### src/design/bsm_pkg.sv
// ============================================================================
// bsm_pkg - shared types and constants for the sphere merge pipeline
// Holds the per-cell payload records handed down the row of cells.
// ============================================================================
`default_nettype none
package bsm_pkg;

  localparam int unsigned CoordW  = 32;
  localparam int unsigned RadW    = 31;
  localparam int unsigned D2W     = 66;   // sum of three 64-bit squares
  localparam int unsigned SqrtW   = 33;   // floor sqrt of a value below 2^66
  localparam int unsigned DivW    = 36;   // quotient bits of the centre step
  localparam int unsigned ProdW   = 66;   // |offset| (33) times k (33)
  localparam int unsigned RW      = 34;   // merged radius before saturation

  localparam logic [RW-1:0] RadMax = RW'(34'h0_FFFF_FFFF);

  // Operands travelling with the square root row
  typedef struct packed {
    logic signed [CoordW-1:0] ax;
    logic signed [CoordW-1:0] ay;
    logic signed [CoordW-1:0] az;
    logic signed [CoordW-1:0] bx;
    logic signed [CoordW-1:0] by;
    logic signed [CoordW-1:0] bz;
    logic [RadW-1:0]          ra;
    logic [RadW-1:0]          rb;
    logic [2:0]               neg;      // offset sign per axis
    logic [CoordW:0]          mx;       // offset magnitudes
    logic [CoordW:0]          my;
    logic [CoordW:0]          mz;
    logic                     enclosed;
    logic [D2W-1:0]           d2;
  } sqrt_pay_t;

  // Operands travelling with the division row
  typedef struct packed {
    logic signed [CoordW-1:0] ax;
    logic signed [CoordW-1:0] ay;
    logic signed [CoordW-1:0] az;
    logic signed [CoordW-1:0] bx;
    logic signed [CoordW-1:0] by;
    logic signed [CoordW-1:0] bz;
    logic [RadW-1:0]          ra;
    logic [RadW-1:0]          rb;
    logic [2:0]               neg;
    logic                     enclosed;
    logic [SqrtW-1:0]         d;
    logic [RW-1:0]            r;
  } div_pay_t;

endpackage : bsm_pkg
`default_nettype wire

### src/design/bsm_sqrt_cell.sv
// ============================================================================
// bsm_sqrt_cell - one bit of the restoring square root
// Tries one root bit against the remainder and hands the result on.
// ============================================================================
`default_nettype none
module bsm_sqrt_cell (
  input  wire logic                         clk,
  input  wire logic                         rst_n,
  input  wire logic                         en,
  input  wire logic [5:0]                   bit_idx,
  input  wire logic                         vld_i,
  input  wire logic [bsm_pkg::SqrtW-1:0]    q_i,
  input  wire logic [bsm_pkg::D2W:0]        rem_i,
  input  wire bsm_pkg::sqrt_pay_t           pay_i,
  output logic                              vld_o,
  output logic [bsm_pkg::SqrtW-1:0]         q_o,
  output logic [bsm_pkg::D2W:0]             rem_o,
  output bsm_pkg::sqrt_pay_t                pay_o
);

  logic [bsm_pkg::D2W:0]      trial;
  logic [bsm_pkg::SqrtW-1:0]  q_nxt;
  logic [bsm_pkg::D2W:0]      rem_nxt;

  // Subtract (2q + 2^i) * 2^i, i.e. (q << (i+1)) + (1 << 2i)
  always_comb begin
    trial   = ((bsm_pkg::D2W+1)'(q_i) << (bit_idx + 6'd1))
            + ((bsm_pkg::D2W+1)'(1) << {bit_idx, 1'b0});
    q_nxt   = q_i;
    rem_nxt = rem_i;
    if (trial <= rem_i) begin
      q_nxt   = q_i | (bsm_pkg::SqrtW'(1) << bit_idx);
      rem_nxt = rem_i - trial;
    end
  end

  always_ff @(posedge clk) begin
    if (!rst_n) begin
      vld_o <= 1'b0;
    end else if (en) begin
      vld_o <= vld_i;
    end
  end

  always_ff @(posedge clk) begin
    if (en) begin
      q_o   <= q_nxt;
      rem_o <= rem_nxt;
      pay_o <= pay_i;
    end
  end

endmodule : bsm_sqrt_cell
`default_nettype wire

### config.mk
export PLATFORM = sky130hd
export DESIGN_NAME = bsm_sqrt_cell
export DESIGN_NICKNAME = d
export VERILOG_FILES = /design/src/design/bsm_pkg.sv /design/src/design/bsm_sqrt_cell.sv
export SDC_FILE = /design/constraint.sdc
export NUM_CORES = 1
export LEC_CHECK = 0
export BUFFER_PORTS_ARGS = -buffer_cell sky130_fd_sc_hd__buf_4
export CAP_MARGIN = 5
export CORE_AREA = 5 5 411 413
export DETAILED_ROUTE_END_ITERATION = 16
export DIE_AREA = 0 0 416 418
export SYNTH_ARGS = -nofsm -noshare
export SYNTH_HDL_FRONTEND = slang
export SYNTH_SLANG_ARGS = --single-unit
### constraint.sdc
create_clock -name clk -period 10.2 [get_ports clk]
set_clock_uncertainty 0.05 [all_clocks]
set_input_delay 2.04 -clock clk [delete_from_list [all_inputs] [get_ports clk]]
set_output_delay 2.04 -clock clk [all_outputs]
set_load 0.1 [all_outputs]
==> run_results.csv <==
group,metric,value,unit
clocking,htree_num_levels,3,
clocking,cts_tree,"yes",
clocking,insertion_delay,0.66,ns
finish,area_growth,55.5,%
clocking,root_buffer,"clkbuf_16",
setup_path,worst_ep_required_time,10.58,ns
grt,antenna_found_initial,74,
drt,wl_per_cell,30.9,um
timing,fin_crit_sh,95.8,%
drt,vias_per_cell,4.29,
synth,synth.yosys.seq_area_share,59.2,%
timing,maxSlewHeadroom,2.12,%
run,drv_cap,1,
power,p_leak,17.2,nW
setup_path,critPathMaxFanout,28,
floorplan,start_util,16.1,%
clocking,cts.sinks,524,
finish,final_layout_size_suffix_gt1_share,43.2,%
setup_path,critPathArrivalTime,10.15,ns
clocking,cts_buffers,68,
timing,tightestPinTransition,1.46,ns
timing,rsz0062_at_grt,"no",
floorplan,die_h,418,um
floorplan,dieArea,174000,um2
clocking,clk_pin_slew_worst_paths,0.05,ns
setup_path,crit_type,"in -> reg",
setup_path,cp-end-kind,"flip-flop",
grt,grt_use_total,19.2,%
placement,io_buffer_count,1056,
grt,grt_max_degree,160,
run_status,status,"complete, but fails checks",
floorplan,row_count,149,
finish,layout.nets,4068,
synth,synth_area,26500,um2
min_path,min_path_type,"reg -> reg",
floorplan,die_w,416,um
timing,setup_viol,0,
timing,tns,0,ns
setup_path,max_stage_delay,0.41,ns
drt,drt_pass1_iterations,8,
drt,drt-total-wl,176000,um
power,power.density,214,nW/um2
power,max-vdd-ir-drop,0.000160,V
setup_path,start_kind,"input port",
synth,synthCells,2139,
setup_path,crit_slowest_cell,"a311o_2",
synth,ys_ff_latch,524,
drt,drt_iter0_drc,2127,
synth,syn_nets,2779,
timing,post-route-min-period,9.77,ns
drt,antenna_left,0,
timing,slew_viol_final,0,
power,power.total,8.84,mW
synth,synth_edf_count,523,
floorplan,core-area,164000,um2
placement,place_congestion,0.976,
synth,synthArstFlopShare,0,%
timing,fmaxAchievable,102,MHz
placement,hpwl,150000,um
timing,hold_viol,0,
grt,grt_pass1_vias,23900,
grt,grt_pass1_wl,225000,um
setup_path,cp_common_cell,"buf_4",
synth,synth_flop_cell,"edfxtp_1",
synth,syn_area_per_cell,12.4,um2
run_status,violations,"max-capacitance violations",
grt,grt_overflow,0,
drt,num_vias,24400,
clocking,cts.path.max_buffers,3,
floorplan,pin_count,1057,
synth,yosys_warnings,0,
synth,synth_cell_types,86,
drt,drcViolationCount,0,
==> state kept, by name, summed over array words and instances, names as in the netlist <==
| register | cells |
|---|---|
| q_o | 33 |
| rem_o | 67 |
| vld_o | 1 |
| pay_o | 423 |
==> synthesized netlist by cell type (8+ instances only) <==
cell | count | share of area [%]
edfxtp_1 | 523 | 59
nor2_1 | 181 | 2.6
a21oi_1 | 179 | 3.4
nand2_1 | 130 | 1.8
ha_1 | 106 | 5.0
a21o_1 | 94 | 2.7
o21ai_0 | 87 | 1.6
xnor2_1 | 79 | 2.6
and2_1 | 60 | 1.4
clkbuf_1 | 60 | 0.85
mux2i_1 | 51 | 1.9
inv_1 | 44 | 0.62
xor2_1 | 44 | 1.5
nand3_1 | 36 | 0.68
and3_1 | 30 | 0.71
mux2_2 | 29 | 1.2
a31oi_1 | 26 | 0.61
o22ai_1 | 26 | 0.61
o21bai_1 | 25 | 0.71
nand2b_1 | 23 | 0.54
nor2b_1 | 23 | 0.54
a211oi_1 | 20 | 0.57
nand4_1 | 20 | 0.47
nor3_1 | 17 | 0.32
nor4_1 | 12 | 0.28
buf_2 | 11 | 0.21
mux4_2 | 11 | 0.93
buf_1 | 10 | 0.14
o31ai_1 | 10 | 0.28
or2_2 | 10 | 0.24
a21boi_0 | 8 | 0.23
o21a_1 | 8 | 0.23
==> through the flow <==
stage	hold slack, ns	cell area (um2)	cells	setup WS, ns	util [%]
5_1_grt	0.600	41300	5673	0.0215	25.1
3_5_place_dp	0.494	38900	5547	-0.454	23.6
4_1_cts	0.508	41200	5670	0.265	25.1
2_1_floorplan	0.931	26600	2139	0.0219	-
3_3_place_gp	0.496	38900	5547	-0.369	23.6
6_report	0.513	41300	5685	0.430	25.1
==> worst max-delay path: cells and delay by family <==
kind                       cells  cell delay, ns
and+or+nand+nor               14            2.17
adders and majority gates      3            0.90
muxes                          2            0.43
xor gates and xnor gates       1            0.23
buffers and inverters          7            1.16
AOI/OAI and AO/OA             14            3.14
==> cell type report <==
cell class | count | area [um2]
sequential | 524 | 15700
clock buffer | 85 | 1860
multi-input combinational | 1477 | 10300
timing repair buffer | 1312 | 9970
antenna | 15 | 37.5
clock inverter | 38 | 509
fill | 17400 | 123000
inverter | 45 | 171
tap | 2189 | 2740
==> metal layers <==
metal	wire length, um	global-route usage [%]
met1	63000	20.7
met3	12500	4.89
met4	8540	8.20
met2	91500	35.3
met5	144	0
==> cell families (layout without fill, tap and decap cells) <==
group           count (synthesis)  after routing  synth area share [%]
simple gates                  570            570                  10.4
mux                            94             94                  4.30
fa+ha+maj                     107            107                  5.07
other cells                     0             15                     0
compound gates                580            580                  14.4
flops                         524            524                  59.2
buf+inv                       138           1480                  2.32
xor+xnor                      126            126                  4.28
==> power breakdown <==
| group | switching [mW] | total (mW) | internal, mW |
|---|---|---|---|
| Combinational | 2.58 | 3.49 | 0.910 |
| Clock | 1.03 | 2.61 | 1.58 |
| Sequential | 0.112 | 2.75 | 2.63 |
| Total | 3.72 | 8.84 | 5.12 |
==> cell usage in the layout (no fill, tap or decap), types with 29 or more instances in the layout <==
master	count
xnor2_1	77
edfxtp_1	523
nand2_1	130
and3_1	30
a21o_1	94
a21oi_1	177
clkbuf_16	71
mux2_2	29
nand3_1	36
o21ai_0	86
mux2i_1	51
ha_1	105
nor2_1	181
inv_1	44
xor2_1	43
and2_1	60
buf_4	1302
==> final timing paths <==
kind	startpoint	end	slack, ns	depth (start not counted)
worst max-delay path	bit_idx[1]	q_o[3]	0.43	41
worst min-delay path	vld_o	vld_o	0.51	2
worst max register to register	vld_o	vld_o	9.49	2
worst min register to register	vld_o	vld_o	0.51	2
==> repair_timing <==
item / 4_1_cts / 5_1_grt
setup buffers: 0 / 0
gates resized for setup: 0 / 3
setup endpoints to repair: 0 / 92
hold buffers: 0 / 0
endpoints found under the hold margin: 0 / 0
(Power assumes the default switching activity.)
