$ cat config.mk
export PLATFORM = sky130hd
export DESIGN_NAME = bsm_div_cell
export DESIGN_NICKNAME = d
export VERILOG_FILES = /design/src/design/bsm_pkg.sv /design/src/design/bsm_div_cell.sv
export SDC_FILE = /design/constraint.sdc
export NUM_CORES = 2
export LEC_CHECK = 0
export BUFFER_PORTS_ARGS = -buffer_cell sky130_fd_sc_hd__buf_2
export CAP_MARGIN = 30
export CORE_AREA = 2 2 490 492
export DETAILED_ROUTE_END_ITERATION = 16
export DIE_AREA = 0 0 492 494
export PLACE_DENSITY = 0.4
export RECOVER_POWER = 50
export SYNTH_ARGS = -nofsm -noshare
export SYNTH_HDL_FRONTEND = slang
export SYNTH_SLANG_ARGS = --single-unit
$ cat constraint.sdc
create_clock -name clk -period 13 [get_ports clk]
set_clock_uncertainty 0.05 [all_clocks]
set_input_delay 1.95 -clock clk [delete_from_list [all_inputs] [get_ports clk]]
set_output_delay 1.95 -clock clk [all_outputs]
set_load 0.1 [all_outputs]
$ cat src/design/bsm_pkg.sv
// ============================================================================
// bsm_pkg - shared types and constants for the sphere merge pipeline
// Holds the per-cell payload records handed down the row of cells.
// ============================================================================
`default_nettype none
package bsm_pkg;

  localparam int unsigned CoordW  = 32;
  localparam int unsigned RadW    = 31;
  localparam int unsigned D2W     = 66;   // sum of three 64-bit squares
  localparam int unsigned SqrtW   = 33;   // floor sqrt of a value below 2^66
  localparam int unsigned DivW    = 36;   // quotient bits of the centre step
  localparam int unsigned ProdW   = 66;   // |offset| (33) times k (33)
  localparam int unsigned RW      = 34;   // merged radius before saturation

  localparam logic [RW-1:0] RadMax = RW'(34'h0_FFFF_FFFF);

  // Operands travelling with the square root row
  typedef struct packed {
    logic signed [CoordW-1:0] ax;
    logic signed [CoordW-1:0] ay;
    logic signed [CoordW-1:0] az;
    logic signed [CoordW-1:0] bx;
    logic signed [CoordW-1:0] by;
    logic signed [CoordW-1:0] bz;
    logic [RadW-1:0]          ra;
    logic [RadW-1:0]          rb;
    logic [2:0]               neg;      // offset sign per axis
    logic [CoordW:0]          mx;       // offset magnitudes
    logic [CoordW:0]          my;
    logic [CoordW:0]          mz;
    logic                     enclosed;
    logic [D2W-1:0]           d2;
  } sqrt_pay_t;

  // Operands travelling with the division row
  typedef struct packed {
    logic signed [CoordW-1:0] ax;
    logic signed [CoordW-1:0] ay;
    logic signed [CoordW-1:0] az;
    logic signed [CoordW-1:0] bx;
    logic signed [CoordW-1:0] by;
    logic signed [CoordW-1:0] bz;
    logic [RadW-1:0]          ra;
    logic [RadW-1:0]          rb;
    logic [2:0]               neg;
    logic                     enclosed;
    logic [SqrtW-1:0]         d;
    logic [RW-1:0]            r;
  } div_pay_t;

endpackage : bsm_pkg
`default_nettype wire

$ cat src/design/bsm_div_cell.sv
// ============================================================================
// bsm_div_cell - one quotient bit on all three axes
// Restoring division step of |offset|*k by d for x, y and z in parallel.
// ============================================================================
`default_nettype none
module bsm_div_cell (
  input  wire logic                         clk,
  input  wire logic                         rst_n,
  input  wire logic                         en,
  input  wire logic [5:0]                   bit_idx,
  input  wire logic                         vld_i,
  input  wire logic [3*bsm_pkg::DivW-1:0]   q_i,
  input  wire logic [3*bsm_pkg::ProdW-1:0]  rem_i,
  input  wire bsm_pkg::div_pay_t            pay_i,
  output logic                              vld_o,
  output logic [3*bsm_pkg::DivW-1:0]        q_o,
  output logic [3*bsm_pkg::ProdW-1:0]       rem_o,
  output bsm_pkg::div_pay_t                 pay_o
);

  logic [3*bsm_pkg::DivW-1:0]  q_nxt;
  logic [3*bsm_pkg::ProdW-1:0] rem_nxt;
  logic [bsm_pkg::ProdW+bsm_pkg::DivW-1:0] sub;

  // Accept quotient bit i where d << i still fits under the remainder
  always_comb begin
    q_nxt   = q_i;
    rem_nxt = rem_i;
    sub     = (bsm_pkg::ProdW+bsm_pkg::DivW)'(pay_i.d) << bit_idx;
    for (int a = 0; a < 3; a++) begin
      if (sub <= (bsm_pkg::ProdW+bsm_pkg::DivW)'(rem_i[a*bsm_pkg::ProdW +: bsm_pkg::ProdW]))
      begin
        q_nxt[a*bsm_pkg::DivW + bit_idx] = 1'b1;
        rem_nxt[a*bsm_pkg::ProdW +: bsm_pkg::ProdW] =
          rem_i[a*bsm_pkg::ProdW +: bsm_pkg::ProdW] - bsm_pkg::ProdW'(sub);
      end
    end
  end

  always_ff @(posedge clk) begin
    if (!rst_n) begin
      vld_o <= 1'b0;
    end else if (en) begin
      vld_o <= vld_i;
    end
  end

  always_ff @(posedge clk) begin
    if (en) begin
      q_o   <= q_nxt;
      rem_o <= rem_nxt;
      pay_o <= pay_i;
    end
  end

endmodule : bsm_div_cell
`default_nettype wire

==> summary.txt <==
Global routing
  • Initial antenna violation count: 118
  • First-pass GRT wire length: roughly 350 mm
  • Most Crowded Layer GR: met2
  • Global routing met1 resource utilization: 25.4%
  • Overflow after GRT: 0
  • Met2 usage: between 30% and 40%
  • GRT met3 Usage: 4.64%
  • Via count of the first global-routing pass: ~38000
  • Maximum number of pins on one net before global-route repair: approximately 120
  • GR Util All Layers: a little over a fifth

STA
  • Endpoints failing setup: 0
  • Post-route clock period utilization: between 70 and 80%
  • Total count of max-transition violations in the final report: between 300 and 400
  • RSZ-0062 raised after global routing: false
  • Aggregate negative setup slack: 0 ns
  • Maximum frequency from static timing analysis: approximately 110 MHz
  • Final Hold Fails: 0
  • Post-route worst setup slack: 3.62 ns
  • Transition at the pin with the smallest max-transition slack: just under 6 ns
  • Fin crit period: roughly 9.4 ns
  • Relative slew slack: -297%

Final layout
  • Most common cell after layout, fill and taps aside: sky130_fd_sc_hd__buf_2
  • Synthesis-to-finish area growth: 29.4%
  • Number of cells in the finished layout apart from fillers: about 8600
  • Most frequent cells in the layout: sky130_fd_sc_hd__buf_2, sky130_fd_sc_hd__edfxtp_1, sky130_fd_sc_hd__clkbuf_1
  • NumNets Final: 6339
  • Share of cells above drive strength 1: between 20% and 30%
  • Post-Layout Inst Area: 0.0544 sq mm

Floorplanning
  • Core Footprint: approximately 0.24 sq mm
  • Die width: between 400 and 500 um
  • Total number of placement rows: between 150 and 200
  • Number of placed I/O pins: 1273
  • Die Y-Extent: 494 um
  • Initial core utilization: 17.7%
  • Total Die Area: 0.243 sq mm

Route
  • Count of TritonRoute iterations in the first routing pass: 5
  • Number of nets with antenna violations after routing: 0
  • Post-route DRC: 0
  • Average routed wire per standard cell: 31.5 um
  • Post-detailed-route via-to-cell ratio: 4.61
  • Total number of vias: just under 40000
  • WL final: between 200 and 300 mm
  • DRC marker count from the first detailed-route iteration: around 3400

Worst setup path
  • Critical Path Slowest Stage Cell: sky130_fd_sc_hd__clkbuf_1
  • Worst path cell trace: clkbuf_1 > clkbuf_1 > buf_4
  • Endpoint arrival time on the critical path: 9.66 ns
  • Largest fanout on the critical path: 95
  • Cell mode on critical path: sky130_fd_sc_hd__clkbuf_1
  • Worst Path Required: between 10 and 15 ns
  • Top cell family by delay on the critical path: buffers and inverters
  • Worst stage delay on the critical path: 4.06 ns
  • RR Startpoint: vld_o$_SDFFE_PN0P_
  • Worst Setup End Kind: register
  • Crit path from: en
  • Crit path kind: in2reg
  • Kind of launch point of the worst setup path: primary input
  • Worst Path Buf+Inv: 3

Clock tree
  • Buffer levels on the longest clock path: 3
  • Clock latency of the later-clocked register in the worst-skew pair: between 0.7 and 0.8 ns
  • Cts-stage hold buffer count: 0
  • CTS tree: done
  • Resized cells post-CTS: 0
  • CTS clk-pin slew, worst paths: roughly 0.060 ns
  • Setup fix buffers added after clock tree synthesis: 0
  • Total CTS buffers: between 80 and 90
  • CTS HTree Levels: 3
  • Count of clock tree sinks: 632
  • Clock root buffer: sky130_fd_sc_hd__clkbuf_16

Logic synthesis
  • Nets in the synthesized netlist: 5136
  • Number of enable flip-flop cells after synthesis: between 600 and 700
  • Multiplexer share of the synthesized area: 3.34%
  • Simple-gate portion of the synthesized area: 11.4%
  • Most frequently used flop master after synthesis: sky130_fd_sc_hd__edfxtp_1
  • Post-synthesis share of cell area spent on full adders, half adders and majority gates: 11.9%
  • Synth async-reset ratio: 0%
  • Post-synthesis sequential element count: approximately 630
  • Ys Warns: 0
  • Combinational family with the most area after synthesis: compound AO/OA/AOI/OAI gates
  • Sequential fraction of the synthesis area: a little under half
  • Xor/xnor cell area share of the yosys netlist: 3.90%
  • Post-Synthesis Mean Instance Area: approximately 10 sq um
  • Post-synthesis compound-gate area fraction: around a fifth
  • Distinct cell type count after synthesis: between 80 and 90
  • Post-Syn Instances: roughly 4000
  • Netlist area before placement: approximately 0.042 sq mm

Power
  • VDD IR-drop max: approximately 0.00012 V
  • Total Power: 8.67 mW
  • Total power density per cell area: around 160 mW/mm^2
  • P_leak: 23.3 nW

Place
  • Post-detailed-placement half-perimeter wirelength: 228 mm
  • Placement-stage cell area: slightly above 0.05 sq mm
  • IO buf count: 1272
  • Weighted congestion reported at the end of routability-driven placement: about 0.93
  • Cell count after placement: ~8400
  • Worst setup slack after placement: 2.77 ns

Status
  • Violated checks: capacitance limit, slew limit
  • Status: complete, but fails checks

Job
  • Max-cap violations: 5

Worst hold path
  • Type of the worst min-delay path: reg2reg
  • Worst hold path startpoint: vld_o$_SDFFE_PN0P_
## state kept, by name, summed over array words and instances (netlist names)
signal / flops
pay_o: 325
rem_o: 198
q_o: 108
vld_o: 1
## cells in the mapped netlist, drive strengths merged (28+ instances only)
library cell,n,area share (%)
mux2,33,0.92
nand2,396,3.5
o21bai,39,0.70
nor2,213,1.9
inv,310,2.8
nand2b,49,0.73
o21ai,354,4.2
a211oi,28,0.50
clkbuf,159,1.4
nand3,39,0.46
a21o,235,4.2
nand4,62,0.92
nor2b,53,0.79
a221o,64,1.5
ha,395,12
xor2,81,1.7
edfxtp,631,45
a21oi,284,3.4
and3,35,0.52
mux2i,43,1.0
buf,53,0.65
o21a,34,0.61
xnor2,106,2.2
nor3,57,0.80
## layer usage
metal | wire length, um | up-vias
met4 | 8000 | 68
met2 | 136000 | 1859
met5 | 432 | -
met3 | 19000 | 353
met1 | 106000 | 19741
li1 | - | 17401
## path summary, 6_finish.rpt
path	depth (start not counted)	slack [ns]	end
worst max-delay path	3	3.62	q_o[57]$_DFFE_PP_
worst min-delay path	2	0.47	vld_o$_SDFFE_PN0P_
worst max register to register	2	12.36	vld_o$_SDFFE_PN0P_
worst min register to register	2	0.47	vld_o$_SDFFE_PN0P_
## cell families (layout without fill, tap and decap cells)
kind of cell    Yosys count  count (layout)
buf+inv                 523            1788
fa+ha+maj               398             398
compound gates         1250            1250
simple gates           1005            1005
flops                   632             632
mux                     102             102
xor+xnor                187             187
other cells               0              29
## cell type report
class,instances,area (sq um)
Sequential cell,632,19000
Inverter,311,1170
Timing Repair Buffer,1330,6390
Multi-Input combinational cell,2942,21000
Tap cell,3167,3960
Clock inverter,46,592
Fill cell,26150,183000
Antenna cell,29,72.6
Clock buffer,101,2170
## power by group
group | leakage, nW | internal, mW | total, mW | switching (mW)
clock network | 1.32 | 1.38 | 2.42 | 1.04
registers | 6.18 | 2.52 | 2.63 | 0.118
logic | 15.8 | 0.712 | 3.61 | 2.90
## through the flow
| step | utilization, % | hold slack (ns) |
|---|---|---|
| 2_1_floorplan | - | 0.931 |
| 3_3_place_gp | 21.8 | 0.444 |
| 3_5_place_dp | 21.9 | 0.459 |
| 4_1_cts | 23.1 | 0.477 |
| 5_1_grt | 22.9 | 0.512 |
| 6_report | 22.9 | 0.471 |
## tightest hold or removal path, delay by kind of cell, from the launching register on
family | cells | cell delay, ns
flops | 1 | 0.33
simple gates | 1 | 0.09
mux | 1 | 0.06
No activity file was read; power rests on OpenSTA's default activity.
